**config.mk**
```make
export PLATFORM = sky130hd
export DESIGN_NAME = asterix_cat034_record_parser_unit
export DESIGN_NICKNAME = d
export VERILOG_FILES = /design/src/rtl/ac034_pkg.sv /design/src/rtl/ac034_parse_core.sv /design/src/rtl/asterix_cat034_record_parser_unit.sv
export SDC_FILE = /design/constraint.sdc
export NUM_CORES = 1
export LEC_CHECK = 0
export ABC_AREA = 1
export CAP_MARGIN = 10
export CORE_ASPECT_RATIO = 0.7
export CORE_MARGIN = 5
export CORE_UTILIZATION = 45
export DETAILED_ROUTE_END_ITERATION = 16
export DONT_BUFFER_PORTS = 1
export PLACE_DENSITY = 0.7
export SYNTH_ARGS = -nofsm -noshare
export SYNTH_HDL_FRONTEND = slang
export SYNTH_SLANG_ARGS = --single-unit
```
**constraint.sdc**
```tcl
create_clock -name clk -period 5.3 [get_ports clk]
set_clock_uncertainty 0.15 [all_clocks]
set_input_delay 0.265 -clock clk [delete_from_list [all_inputs] [get_ports clk]]
set_output_delay 0.265 -clock clk [all_outputs]
set_load 0.02 [all_outputs]
```
**src/rtl/ac034_pkg.sv**
```systemverilog
// ----------------------------------------------------------------------------
// ASTERIX category 034 record parser package
// Phase codes, result kinds, error codes and the result record type.
// ----------------------------------------------------------------------------
package ac034_pkg;

	localparam int unsigned MAX_BLOCK_BYTES_DEF = 65535;
	localparam int unsigned RES_SLOTS = 3;
	localparam logic [7:0] CAT_CODE = 8'd34;

	localparam logic [3:0] PH_CAT       = 4'd0;
	localparam logic [3:0] PH_LEN_HI    = 4'd1;
	localparam logic [3:0] PH_LEN_LO    = 4'd2;
	localparam logic [3:0] PH_FSPEC     = 4'd3;
	localparam logic [3:0] PH_FIXED     = 4'd4;
	localparam logic [3:0] PH_SUBHDR    = 4'd5;
	localparam logic [3:0] PH_SUBDATA   = 4'd6;
	localparam logic [3:0] PH_COUNT_REP = 4'd7;
	localparam logic [3:0] PH_COUNT_VAL = 4'd8;
	localparam logic [3:0] PH_SKIPLEN   = 4'd9;
	localparam logic [3:0] PH_SKIP      = 4'd10;
	localparam logic [3:0] PH_SP_LEN    = 4'd11;
	localparam logic [3:0] PH_SP_SUB    = 4'd12;
	localparam logic [3:0] PH_SP_TLEN   = 4'd13;
	localparam logic [3:0] PH_SP_TEXT   = 4'd14;
	localparam logic [3:0] PH_DONE      = 4'd15;

	localparam logic [4:0] K_SOURCE   = 5'd0;
	localparam logic [4:0] K_TYPE     = 5'd1;
	localparam logic [4:0] K_TIME     = 5'd2;
	localparam logic [4:0] K_SECTOR   = 5'd3;
	localparam logic [4:0] K_SPEED    = 5'd4;
	localparam logic [4:0] K_STATUS   = 5'd5;
	localparam logic [4:0] K_MODE     = 5'd9;
	localparam logic [4:0] K_CNT_REPS = 5'd13;
	localparam logic [4:0] K_COUNT    = 5'd14;
	localparam logic [4:0] K_FILTER   = 5'd15;
	localparam logic [4:0] K_HEIGHT   = 5'd16;
	localparam logic [4:0] K_LAT      = 5'd17;
	localparam logic [4:0] K_LON      = 5'd18;
	localparam logic [4:0] K_COL_RNG  = 5'd19;
	localparam logic [4:0] K_COL_AZ   = 5'd20;
	localparam logic [4:0] K_TEXT     = 5'd21;
	localparam logic [4:0] K_REC_END  = 5'd22;
	localparam logic [4:0] K_ERROR    = 5'd23;

	localparam logic [2:0] E_CATEGORY = 3'd1;
	localparam logic [2:0] E_SHORT    = 3'd2;
	localparam logic [2:0] E_FSPEC    = 3'd3;
	localparam logic [2:0] E_SUB_OVR  = 3'd4;
	localparam logic [2:0] E_SUB_EXT  = 3'd5;
	localparam logic [2:0] E_FSPEC3   = 3'd6;
	localparam logic [2:0] E_RECORD   = 3'd7;

	typedef struct packed {
		logic        [2:0]  error_code;
		logic        [7:0]  sub_index;
		logic signed [27:0] value;
		logic        [4:0]  item_kind;
	} res_t;

	typedef res_t [RES_SLOTS-1:0] res_arr_t;

	function automatic res_t mk(input logic [4:0] k, input logic [27:0] v,
		input logic [7:0] s, input logic [2:0] e);
		res_t r;
		r.item_kind = k;
		r.value = signed'(v);
		r.sub_index = s;
		r.error_code = e;
		return r;
	endfunction

endpackage

```
**src/rtl/ac034_parse_core.sv**
```systemverilog
// ----------------------------------------------------------------------------
// ASTERIX category 034 parse core
// Holds the parser state and decodes one byte per transaction into up to
// three result records.
// ----------------------------------------------------------------------------
module ac034_parse_core #(
	parameter int unsigned MAX_BLOCK_BYTES = ac034_pkg::MAX_BLOCK_BYTES_DEF
) (
	input  logic                clk,
	input  logic                arst_n,
	input  logic                cfg_wr_en,
	input  logic                cfg_wr_data,
	input  logic                acc,
	input  logic [7:0]          b,
	input  logic                blast,
	output ac034_pkg::res_arr_t res,
	output logic [1:0]          res_cnt
);

	logic [3:0]  phase_q, n_phase;
	logic [15:0] len_q, n_len;
	logic [15:0] pos_q, n_pos;
	logic [7:0]  fs0_q, n_fs0, fs1_q, n_fs1;
	logic [23:0] shift_q, n_shift;
	logic [7:0]  bl_q, n_bl;
	logic [7:0]  flags_q, n_flags;
	logic [7:0]  rep_q, n_rep;
	logic        failed_q, n_failed;
	logic [1:0]  fcnt_q, n_fcnt;
	logic [3:0]  cur_q, n_cur;
	logic [4:0]  skind_q, n_skind;
	logic [7:0]  tidx_q, n_tidx;
	logic        cf_q, n_cf;
	logic        skip_sp_q;

	logic        at_last, do_next, do_pick, found, has2;
	logic [3:0]  nf_start, nf_f;
	logic [7:0]  fl;
	logic [33:0] tod;
	logic signed [18:0] coll, coll_adj;
	logic [4:0]  typ;

	function automatic logic [1:0] sat_inc(input logic [1:0] c);
		return (c == 2'd3) ? c : c + 2'd1;
	endfunction

	function automatic ac034_pkg::res_arr_t put(input ac034_pkg::res_arr_t a,
		input logic [1:0] c, input ac034_pkg::res_t r);
		ac034_pkg::res_arr_t o;
		o = a;
		if (c != 2'd3) begin
			o[c] = r;
		end
		return o;
	endfunction

	assign at_last = ({1'b0, pos_q} + 17'd1) == {1'b0, len_q};
	assign tod = {10'd0, shift_q[15:0], b} * 34'd1000 + 34'd64;
	assign coll = 19'(signed'(b)) * 19'sd1852;
	assign coll_adj = (coll + (coll[18] ? 19'sd127 : 19'sd0)) >>> 7;

	always_comb begin
		n_phase = phase_q; n_len = len_q; n_pos = pos_q; n_fs0 = fs0_q; n_fs1 = fs1_q;
		n_shift = shift_q; n_bl = bl_q; n_flags = flags_q; n_rep = rep_q;
		n_failed = failed_q; n_fcnt = fcnt_q; n_cur = cur_q; n_skind = skind_q;
		n_tidx = tidx_q; n_cf = cf_q;
		res = '0; res_cnt = 2'd0;
		do_next = 1'b0; do_pick = 1'b0; nf_start = 4'd0; nf_f = 4'd0; found = 1'b0;
		has2 = 1'b0; fl = 8'd0; typ = 5'd0;
		if (acc) begin
			if (failed_q || phase_q == ac034_pkg::PH_DONE) begin
				if (blast) begin
					n_phase = ac034_pkg::PH_CAT; n_pos = 16'd0; n_failed = 1'b0; n_fcnt = 2'd0;
				end
			end else begin
				case (phase_q)
					ac034_pkg::PH_CAT: begin
						if (b != ac034_pkg::CAT_CODE) begin
							res = put(res, res_cnt, ac034_pkg::mk(ac034_pkg::K_ERROR, 28'd0, 8'd0,
								ac034_pkg::E_CATEGORY));
							res_cnt = sat_inc(res_cnt); n_failed = 1'b1;
						end else if (blast) begin
							res = put(res, res_cnt, ac034_pkg::mk(ac034_pkg::K_ERROR, 28'd0, 8'd0,
								ac034_pkg::E_SHORT));
							res_cnt = sat_inc(res_cnt); n_failed = 1'b1;
						end else begin
							n_phase = ac034_pkg::PH_LEN_HI;
						end
					end
					ac034_pkg::PH_LEN_HI: begin
						n_len = {b, 8'd0};
						if (blast) begin
							res = put(res, res_cnt, ac034_pkg::mk(ac034_pkg::K_ERROR, 28'd0, 8'd0,
								ac034_pkg::E_SHORT));
							res_cnt = sat_inc(res_cnt); n_failed = 1'b1;
						end else begin
							n_phase = ac034_pkg::PH_LEN_LO;
						end
					end
					ac034_pkg::PH_LEN_LO: begin
						n_len = {len_q[15:8], b};
						if (n_len < 16'd3 || {16'd0, n_len} > 32'(MAX_BLOCK_BYTES)) begin
							res = put(res, res_cnt, ac034_pkg::mk(ac034_pkg::K_ERROR, 28'd0, 8'd0,
								ac034_pkg::E_RECORD));
							res_cnt = sat_inc(res_cnt); n_failed = 1'b1;
						end else if (n_len == 16'd3) begin
							n_phase = ac034_pkg::PH_DONE;
						end else if (blast) begin
							res = put(res, res_cnt, ac034_pkg::mk(ac034_pkg::K_ERROR, 28'd0, 8'd0,
								ac034_pkg::E_SHORT));
							res_cnt = sat_inc(res_cnt); n_failed = 1'b1;
						end else begin
							n_phase = ac034_pkg::PH_FSPEC; n_fcnt = 2'd0;
						end
					end
					default: begin
						if (blast && ({1'b0, pos_q} + 17'd1) < {1'b0, len_q}) begin
							res = put(res, res_cnt, ac034_pkg::mk(ac034_pkg::K_ERROR, 28'd0, 8'd0,
								ac034_pkg::E_SHORT));
							res_cnt = sat_inc(res_cnt); n_failed = 1'b1;
						end else begin
							case (phase_q)
								ac034_pkg::PH_FSPEC: begin
									if (n_fcnt == 2'd0) begin
										n_fs1 = 8'd0; n_fs0 = b;
									end else if (n_fcnt == 2'd1) begin
										n_fs1 = b;
									end
									n_fcnt = sat_inc(n_fcnt);
									if (b[0]) begin
										if (at_last) begin
											res = put(res, res_cnt, ac034_pkg::mk(ac034_pkg::K_ERROR,
												28'd0, 8'd0, ac034_pkg::E_FSPEC));
											res_cnt = sat_inc(res_cnt); n_failed = 1'b1;
										end
									end else begin
										do_next = 1'b1; nf_start = 4'd0;
									end
								end
								ac034_pkg::PH_FIXED: begin
									n_shift = {n_shift[15:0], b};
									n_bl = n_bl - 8'd1;
									if (cur_q == 4'd10) begin
										if (n_bl == 8'd6) begin
											res = put(res, res_cnt, ac034_pkg::mk(ac034_pkg::K_HEIGHT,
												28'(signed'(n_shift[15:0])), 8'd0, 3'd0));
											res_cnt = sat_inc(res_cnt);
										end else if (n_bl == 8'd3) begin
											res = put(res, res_cnt, ac034_pkg::mk(ac034_pkg::K_LAT,
												28'(signed'(n_shift)), 8'd0, 3'd0));
											res_cnt = sat_inc(res_cnt);
										end else if (n_bl == 8'd0) begin
											res = put(res, res_cnt, ac034_pkg::mk(ac034_pkg::K_LON,
												28'(signed'(n_shift)), 8'd0, 3'd0));
											res_cnt = sat_inc(res_cnt);
										end
									end else if (cur_q == 4'd11) begin
										if (n_bl == 8'd1) begin
											res = put(res, res_cnt, ac034_pkg::mk(ac034_pkg::K_COL_RNG,
												28'(coll_adj), 8'd0, 3'd0));
											res_cnt = sat_inc(res_cnt);
										end else if (n_bl == 8'd0) begin
											res = put(res, res_cnt, ac034_pkg::mk(ac034_pkg::K_COL_AZ,
												28'(signed'(b)), 8'd0, 3'd0));
											res_cnt = sat_inc(res_cnt);
										end
									end
									if (n_bl == 8'd0) begin
										case (cur_q)
											4'd0: begin
												res = put(res, res_cnt, ac034_pkg::mk(
													ac034_pkg::K_SOURCE, {12'd0, n_shift[15:0]}, 8'd0, 3'd0));
												res_cnt = sat_inc(res_cnt);
											end
											4'd1: begin
												res = put(res, res_cnt, ac034_pkg::mk(ac034_pkg::K_TYPE,
													(b >= 8'd1 && b <= 8'd4) ? {20'd0, b} : 28'd0,
													8'd0, 3'd0));
												res_cnt = sat_inc(res_cnt);
											end
											4'd2: begin
												res = put(res, res_cnt, ac034_pkg::mk(ac034_pkg::K_TIME,
													{1'b0, tod[33:7]}, 8'd0, 3'd0));
												res_cnt = sat_inc(res_cnt);
											end
											4'd3: begin
												res = put(res, res_cnt, ac034_pkg::mk(
													ac034_pkg::K_SECTOR, {20'd0, b}, 8'd0, 3'd0));
												res_cnt = sat_inc(res_cnt);
											end
											4'd4: begin
												res = put(res, res_cnt, ac034_pkg::mk(ac034_pkg::K_SPEED,
													{12'd0, n_shift[15:0]}, 8'd0, 3'd0));
												res_cnt = sat_inc(res_cnt);
											end
											4'd9: begin
												res = put(res, res_cnt, ac034_pkg::mk(
													ac034_pkg::K_FILTER, {20'd0, b}, 8'd0, 3'd0));
												res_cnt = sat_inc(res_cnt);
											end
											default: begin
											end
										endcase
										do_next = 1'b1; nf_start = cur_q + 4'd1;
									end
								end
								ac034_pkg::PH_SUBHDR: begin
									if (n_cf) begin
										n_flags = b; n_cf = 1'b0;
									end
									if (b[0]) begin
										if (at_last) begin
											res = put(res, res_cnt, ac034_pkg::mk(ac034_pkg::K_ERROR,
												28'd0, 8'd0, ac034_pkg::E_SUB_OVR));
											res_cnt = sat_inc(res_cnt); n_failed = 1'b1;
										end
									end else if (n_flags[0]) begin
										res = put(res, res_cnt, ac034_pkg::mk(ac034_pkg::K_ERROR,
											28'd0, 8'd0, ac034_pkg::E_SUB_EXT));
										res_cnt = sat_inc(res_cnt); n_failed = 1'b1;
									end else begin
										do_pick = 1'b1;
									end
								end
								ac034_pkg::PH_SUBDATA: begin
									n_shift = {n_shift[15:0], b};
									n_bl = n_bl - 8'd1;
									if (n_bl == 8'd0) begin
										res = put(res, res_cnt, ac034_pkg::mk(skind_q,
											{12'd0, n_shift[15:0]}, 8'd0, 3'd0));
										res_cnt = sat_inc(res_cnt);
										do_pick = 1'b1;
									end
								end
								ac034_pkg::PH_COUNT_REP: begin
									res = put(res, res_cnt, ac034_pkg::mk(ac034_pkg::K_CNT_REPS,
										{20'd0, b}, 8'd0, 3'd0));
									res_cnt = sat_inc(res_cnt);
									n_rep = b;
									if (b == 8'd0) begin
										do_next = 1'b1; nf_start = 4'd8;
									end else begin
										n_phase = ac034_pkg::PH_COUNT_VAL; n_bl = 8'd2; n_shift = '0;
									end
								end
								ac034_pkg::PH_COUNT_VAL: begin
									n_shift = {n_shift[15:0], b};
									n_bl = n_bl - 8'd1;
									if (n_bl == 8'd0) begin
										typ = n_shift[15:11];
										if (typ <= 5'd16) begin
											res = put(res, res_cnt, ac034_pkg::mk(ac034_pkg::K_COUNT,
												{17'd0, n_shift[10:0]}, {3'd0, typ}, 3'd0));
											res_cnt = sat_inc(res_cnt);
										end
										n_rep = n_rep - 8'd1;
										if (n_rep == 8'd0) begin
											do_next = 1'b1; nf_start = 4'd8;
										end else begin
											n_bl = 8'd2; n_shift = '0;
										end
									end
								end
								ac034_pkg::PH_SKIPLEN, ac034_pkg::PH_SP_LEN: begin
									if (b >= 8'd2) begin
										n_bl = b - 8'd1; n_cf = 1'b1;
										n_phase = (phase_q == ac034_pkg::PH_SKIPLEN) ?
											ac034_pkg::PH_SKIP : ac034_pkg::PH_SP_SUB;
									end else begin
										do_next = 1'b1; nf_start = cur_q + 4'd1;
									end
								end
								ac034_pkg::PH_SKIP: begin
									n_bl = n_bl - 8'd1;
									if (n_bl == 8'd0) begin
										do_next = 1'b1; nf_start = cur_q + 4'd1;
									end
								end
								ac034_pkg::PH_SP_SUB, ac034_pkg::PH_SP_TLEN,
								ac034_pkg::PH_SP_TEXT: begin
									n_bl = n_bl - 8'd1;
									if (phase_q == ac034_pkg::PH_SP_SUB) begin
										if (n_cf) begin
											n_flags = b; n_cf = 1'b0;
										end
										if (!b[0]) begin
											n_phase = n_flags[7] ? ac034_pkg::PH_SP_TLEN :
												ac034_pkg::PH_SKIP;
										end
									end else if (phase_q == ac034_pkg::PH_SP_TLEN) begin
										n_rep = b; n_tidx = 8'd0;
										n_phase = (b != 8'd0) ? ac034_pkg::PH_SP_TEXT :
											ac034_pkg::PH_SKIP;
									end else begin
										res = put(res, res_cnt, ac034_pkg::mk(ac034_pkg::K_TEXT,
											{20'd0, b}, tidx_q, 3'd0));
										res_cnt = sat_inc(res_cnt);
										n_tidx = n_tidx + 8'd1;
										n_rep = n_rep - 8'd1;
										if (n_rep == 8'd0) begin
											n_phase = ac034_pkg::PH_SKIP;
										end
									end
									if (n_bl == 8'd0) begin
										do_next = 1'b1; nf_start = cur_q + 4'd1;
									end
								end
								default: begin
								end
							endcase

							if (do_pick) begin
								fl = n_flags & 8'h9C;
								if (fl == 8'd0) begin
									do_next = 1'b1; nf_start = cur_q + 4'd1;
								end else begin
									n_phase = ac034_pkg::PH_SUBDATA; n_shift = '0;
									n_bl = 8'd1;
									if (fl[7]) begin
										n_flags[7] = 1'b0;
										n_skind = (cur_q == 4'd5) ? ac034_pkg::K_STATUS :
											ac034_pkg::K_MODE;
									end else if (fl[4]) begin
										n_flags[4] = 1'b0;
										n_skind = ((cur_q == 4'd5) ? ac034_pkg::K_STATUS :
											ac034_pkg::K_MODE) + 5'd1;
									end else if (fl[3]) begin
										n_flags[3] = 1'b0;
										n_skind = ((cur_q == 4'd5) ? ac034_pkg::K_STATUS :
											ac034_pkg::K_MODE) + 5'd2;
									end else begin
										n_flags[2] = 1'b0;
										n_skind = ((cur_q == 4'd5) ? ac034_pkg::K_STATUS :
											ac034_pkg::K_MODE) + 5'd3;
										if (cur_q == 4'd5) begin
											n_bl = 8'd2;
										end
									end
								end
							end

							if (do_next) begin
								has2 = n_fs0[0];
								for (int f = 13; f >= 0; f--) begin
									if (4'(f) >= nf_start) begin
										if ((f < 7) ? n_fs0[7 - f] : (has2 && n_fs1[14 - f])) begin
											found = 1'b1; nf_f = 4'(f);
										end
									end
								end
								if (found) begin
									n_cur = nf_f; n_shift = '0;
									case (nf_f)
										4'd0, 4'd4, 4'd11: begin
											n_phase = ac034_pkg::PH_FIXED; n_bl = 8'd2;
										end
										4'd1, 4'd3, 4'd9: begin
											n_phase = ac034_pkg::PH_FIXED; n_bl = 8'd1;
										end
										4'd2: begin
											n_phase = ac034_pkg::PH_FIXED; n_bl = 8'd3;
										end
										4'd8, 4'd10: begin
											n_phase = ac034_pkg::PH_FIXED; n_bl = 8'd8;
										end
										4'd5, 4'd6: begin
											n_phase = ac034_pkg::PH_SUBHDR; n_cf = 1'b1;
										end
										4'd7: n_phase = ac034_pkg::PH_COUNT_REP;
										4'd12: n_phase = ac034_pkg::PH_SKIPLEN;
										default: n_phase = skip_sp_q ? ac034_pkg::PH_SKIPLEN :
											ac034_pkg::PH_SP_LEN;
									endcase
								end else if (has2 && n_fs1[0]) begin
									res = put(res, res_cnt, ac034_pkg::mk(ac034_pkg::K_ERROR,
										28'd0, 8'd0, ac034_pkg::E_FSPEC3));
									res_cnt = sat_inc(res_cnt); n_failed = 1'b1;
								end else begin
									res = put(res, res_cnt, ac034_pkg::mk(ac034_pkg::K_REC_END,
										28'd0, 8'd0, 3'd0));
									res_cnt = sat_inc(res_cnt);
									n_phase = ac034_pkg::PH_FSPEC; n_fcnt = 2'd0;
								end
							end

							if (!n_failed && at_last) begin
								if (n_phase == ac034_pkg::PH_FSPEC && n_fcnt == 2'd0) begin
									n_phase = ac034_pkg::PH_DONE;
								end else begin
									res = put(res, res_cnt, ac034_pkg::mk(ac034_pkg::K_ERROR,
										28'd0, 8'd0, ac034_pkg::E_RECORD));
									res_cnt = sat_inc(res_cnt); n_failed = 1'b1;
								end
							end
						end
					end
				endcase
				if (pos_q != 16'hFFFF) begin
					n_pos = pos_q + 16'd1;
				end
				if (blast) begin
					n_phase = ac034_pkg::PH_CAT; n_pos = 16'd0; n_failed = 1'b0; n_fcnt = 2'd0;
				end
			end
		end
	end

	always_ff @(posedge clk or negedge arst_n) begin
		if (!arst_n) begin
			phase_q <= ac034_pkg::PH_CAT;
			len_q <= '0; pos_q <= '0; fs0_q <= '0; fs1_q <= '0; shift_q <= '0;
			bl_q <= '0; flags_q <= '0; rep_q <= '0; failed_q <= 1'b0; fcnt_q <= '0;
			cur_q <= '0; skind_q <= '0; tidx_q <= '0; cf_q <= 1'b0; skip_sp_q <= 1'b0;
		end else begin
			phase_q <= n_phase;
			len_q <= n_len; pos_q <= n_pos; fs0_q <= n_fs0; fs1_q <= n_fs1;
			shift_q <= n_shift; bl_q <= n_bl; flags_q <= n_flags; rep_q <= n_rep;
			failed_q <= n_failed; fcnt_q <= n_fcnt; cur_q <= n_cur; skind_q <= n_skind;
			tidx_q <= n_tidx; cf_q <= n_cf;
			if (cfg_wr_en) begin
				skip_sp_q <= cfg_wr_data;
			end
		end
	end

endmodule

```
**src/rtl/asterix_cat034_record_parser_unit.sv**
```systemverilog
// ----------------------------------------------------------------------------
// ASTERIX category 034 record parser unit
// Decodes a category 034 data block, one byte per transaction, into a stream
// of data items, record ends and error reports.
//
// Channel   Direction  Content
// s_axis    in         tdata: data_byte; tlast: block_last
// m_axis    out        tdata: item_kind, value, sub_index, error_code; tlast: last
// cfg       in         cfg_wr_en / cfg_wr_data: skip_special_field
//
// A byte is decoded in the cycle it is taken; its results appear on m_axis
// from the next cycle, one per cycle while m_axis_tready is high, from a three-entry result buffer.
// A byte with one or no result lets a byte enter every cycle while m_axis_tready is high; a byte with
// more results holds s_axis_tready low until the buffer drains to its last
// entry. Reset clears the parser to the block header and empties the buffer.
// ----------------------------------------------------------------------------
module asterix_cat034_record_parser_unit #(
	parameter int unsigned MAX_BLOCK_BYTES = ac034_pkg::MAX_BLOCK_BYTES_DEF
) (
	input  logic        clk,
	input  logic        arst_n,
	input  logic        cfg_wr_en,
	input  logic        cfg_wr_data,
	input  logic        s_axis_tvalid,
	output logic        s_axis_tready,
	input  logic [7:0]  s_axis_tdata,  // [7:0] data_byte
	input  logic        s_axis_tlast,
	output logic        m_axis_tvalid,
	input  logic        m_axis_tready,
	output logic [47:0] m_axis_tdata,  // [4:0] item_kind, [32:5] value,
	                                   // [40:33] sub_index, [43:41] error_code
	output logic        m_axis_tlast
);

	ac034_pkg::res_arr_t res, buf_q;
	logic [1:0] res_cnt, rem_q;
	logic       acc, pop;

	assign s_axis_tready = (rem_q == 2'd0) || (rem_q == 2'd1 && m_axis_tready);
	assign acc = s_axis_tvalid && s_axis_tready;
	assign pop = m_axis_tvalid && m_axis_tready;

	ac034_parse_core #(
		.MAX_BLOCK_BYTES(MAX_BLOCK_BYTES)
	) u_core (
		.clk        (clk),
		.arst_n     (arst_n),
		.cfg_wr_en  (cfg_wr_en),
		.cfg_wr_data(cfg_wr_data),
		.acc        (acc),
		.b          (s_axis_tdata),
		.blast      (s_axis_tlast),
		.res        (res),
		.res_cnt    (res_cnt)
	);

	always_ff @(posedge clk or negedge arst_n) begin
		if (!arst_n) begin
			rem_q <= 2'd0;
		end else if (acc) begin
			rem_q <= res_cnt;
		end else if (pop) begin
			rem_q <= rem_q - 2'd1;
		end
	end

	always_ff @(posedge clk) begin
		if (acc) begin
			buf_q <= res;
		end else if (pop) begin
			buf_q[0] <= buf_q[1];
			buf_q[1] <= buf_q[2];
		end
	end

	assign m_axis_tvalid = rem_q != 2'd0;
	assign m_axis_tlast = rem_q == 2'd1;
	assign m_axis_tdata = {4'd0, buf_q[0].error_code, buf_q[0].sub_index,
		buf_q[0].value, buf_q[0].item_kind};

endmodule

```
==> impl_metrics.ini <==
[run_status]
status = finished, violations left
violations = setup timing

[clock_network]
path_clk_slew_ps = 90
clockRootBuffer = clkbuf_16
clk_path_buf_depth = 2
clk-insertion-delay-late_ps = 490
cts_tree = done
clock-sinks = 193
numCtsBuffers = 17
htree_levels = 4

[critical_path]
crit_path_end = m_axis_tdata[31]
startpoint_type = flip-flop
worstRegToRegCells = 22
reg2reg_from = u_core.shift_q[1]
critPathMaxStageDelay_ps = 590
reg2reg_to = m_axis_tdata[31]
arrival_ps = 5590
endpoint_kind = flip-flop
cp_max_fo = 4
crit_required_ps = 5400
startpoint = u_core.shift_q[1]
regToRegSetupSlack_ps = -190
cp_cell_sequence = fa_1, fa_1, fa_2, fa_1, ha_4, a21oi_2, o21a_1, buf_4, buf_4, buf_4, o221ai_2, a221oi_2, nand2_1, xor2_2, inv_1, nand4_1, nor3_2, nand4_1, nand2_2, nand2_1, a31oi_1, o21ai_1
worstSetupPathType = reg2reg
worst_path_max_delay_cell = fa_1

[sta]
max_slew_margin_pct = 24.2
fmax_mhz = 182
hold_viol = 0
worst-slew-pin-transition_ps = 1140
finalWorstSetupSlack_ps = -192
layout_min_cycle_time_ps = 5490
drv_slew = 0
setup_viol = 14
finalCritPeriodShare_pct = 104
rsz0062_at_grt = yes

[finish]
seqCellArea_mm2 = 0.00525
final_area_mm2 = 0.0235
nets = 2948
fillers = 3694
drive_gt1_share_pct = 22.6
syn_to_final_growth_pct = 23.5
final_cells = 3232
diodes = 0
multi_input_area_mm2 = 0.0132

[floorplanning]
design.die.area_mm2 = 0.0465
io_pins = 66
start_util_pct = 45.2
fp-row-count = 63
fp.dieW_um = 256
die_h_um = 182
core-area_mm2 = 0.0420

[detailed_routing]
drcViolationCount = 0
wl_per_cell_um = 20.7
drt-initial-drc-count = 2237
vias = 18500
first_pass_iters = 6
ant_nets = 0
drt-total-wl_um = 66900
vias_per_cell = 5.73

[global_routing]
grt_pass1_vias = 17800
grt_usage_pct = 28.0
overflow = 0
grt_pass1_wl_um = 102000
grt_max_degree = 113
antenna_found_initial = 1

[synthesis]
synth_cell_types = 67
synth_top_family_by_area = simple AND/OR/NAND/NOR gates
synth_flop_cell = dfrtp_1
seq_area_frac_synth_pct = 27.6
synth-xor-area-share_pct = 2.67
yosysWarnings = 0
muxShareOfSynthArea_pct = 0.0593
yosys.area_share.adder_pct = 21.7
syn_inst = 2433
synth-seq-cells = 193
synth-simple-area-share_pct = 22.3
synth_compound_area_share_pct = 15.7
synth_area_mm2 = 0.0190
synthArstFlopShare_pct = 58.0
avgSynthCellArea_um2 = 7.81
synth_edf_count = 81

[run]
max_cap_violations = 0

[min_path]
holdPathStages = 3
min_path_type = in2reg

[place]
dp_slack_ps = -607
io_buffers = 0
hpwl_um = 50600
gp_congestion = 1.02
place_area_mm2 = 0.0212
dp_cells = 3145
stage by stage:
stage                     setup TNS [ps]  utilization [%]  hold WS (ps)
after floorplan                        0                -          -181
after global placement             -9660             50.4          -176
after detailed placement          -12680             50.4          -171
after CTS                           -224             53.5         0.609
after global routing               -5020             55.8          63.5
final                              -1080             55.8          38.5
flip-flops by register name, indices dropped and copies added (netlist names):
name	flops
m_axis_tdata	44
buf_q	37
u_core.len_q	16
u_core.pos_q	16
u_core.shift_q	16
u_core.bl_q	8
u_core.fs0_q	8
u_core.fs1_q	8
u_core.rep_q	8
u_core.tidx_q	8
u_core.flags_q	5
u_core.cur_q	4
u_core.phase_q	4
u_core.skind_q	4
rem_q	2
u_core.fcnt_q	2
u_core.cf_q	1
u_core.failed_q	1
u_core.skip_sp_q	1
cells by family after synthesis:
group | after synthesis
muxes | 1
buffers and inverters | 453
AOI/OAI and AO/OA | 504
adders and majority gates | 266
and+or+nand+nor | 957
xor gates and xnor gates | 58
other | 1
DFF | 193
cell type report:
class                   count  area share, %
inverters                 362           5.87
well taps                 552           2.94
flip-flops and latches    193           22.4
repair buffers            284           9.76
clock buffers              17           1.81
multi-input cells        1809           56.4
clock inverters            15          0.822
cell usage after synthesis, types with 7 or more instances:
cell type	n	share of area [%]
inv_1	339	6.7
o22ai_1	34	1.1
o31ai_1	11	0.43
nor3_1	37	0.97
nand3_1	138	3.6
a21o_1	9	0.36
or2_2	7	0.23
nand2_2	17	0.56
nor2_1	221	4.4
edfxtp_1	81	13
o21a_1	9	0.36
nor2_4	7	0.42
a21oi_1	135	3.6
nor2_2	14	0.46
clkbuf_1	33	0.65
xor2_1	40	1.8
fa_1	105	11
o211ai_1	18	0.71
o311ai_0	9	0.42
ha_1	161	11
xnor2_1	18	0.83
dfrtp_1	112	15
o21ai_0	175	4.6
o21ai_1	25	0.66
a31oi_1	11	0.36
buf_4	49	1.9
nor4_1	16	0.53
a22oi_1	12	0.47
nand4_1	36	1.2
inv_2	17	0.34
nand2_1	441	8.7
critical path, delay by kind of cell, from the launching register on:
family | cells | cell delay, ps
compound gates | 6 | 1050
xor+xnor | 1 | 170
fa+ha+maj | 5 | 2320
buf+inv | 4 | 390
flops | 1 | 460
simple gates | 6 | 710
routing by layer:
| layer | vias up | global-route usage (%) | wire [um] |
|---|---|---|---|
| li1 | 8547 | - | - |
| met1 | 8885 | 42.2 | 30200 |
| met2 | 989 | 39.4 | 27200 |
| met3 | 101 | 8.84 | 8220 |
| met4 | 2 | 6.11 | 1220 |
| met5 | - | 0 | 13 |
timing repair:
action,in CTS,in global routing
cloned,0,0
pin swaps,74,106
buffers inserted,15,29
endpoints found under the setup margin,21,77
resized for setup,89,175
hold buffers,13,0
hold endpoints to repair,138,0
how the worst min path moves through the flow:
stage                          from           endpoint  slack (ps)
finish                 s_axis_tlast    u_core.failed_q          40
CTS                    s_axis_tlast    u_core.failed_q         0.6
floorplan                    arst_n           rem_q[0]        -180
detailed placement           arst_n    u_core.fs1_q[0]        -170
global placement             arst_n  u_core.phase_q[1]        -180
global route        s_axis_tdata[0]   m_axis_tdata[41]          60
layout by cell type, fill, tap and decap left out, drive strengths merged, types with 4 or more instances in the layout:
cell         synthesis  final
dlygate4sd3          0     12
nand3              143    143
o2111ai              6      6
ha                 161    161
a21oi              135    135
o31ai               11     11
o21bai               6      6
o221ai               6      6
nor3                40     40
nor2               242    242
buf                 58    272
a22oi               12     12
o21a                 9      9
a32o                 5      5
xnor2               18     18
dfrtp              112    112
a31oi               11     11
conb                 1     23
nand2              462    462
a221oi               5      5
fa                 105    105
inv                356    363
clkbuf              33     17
o311ai              10     10
o211ai              21     21
edfxtp              81     81
clkinv               6     12
a21boi               4      4
xor2                40     40
nor3b                4      4
nor4                16     16
a21o                 9      9
nand4               38     38
o22ai               34     34
o21ai              203    203
a211oi               4      4
or2                  9      9
Power is not shown: default switching activity piles up to over one toggle a cycle in this logic, so the estimate is an artifact.
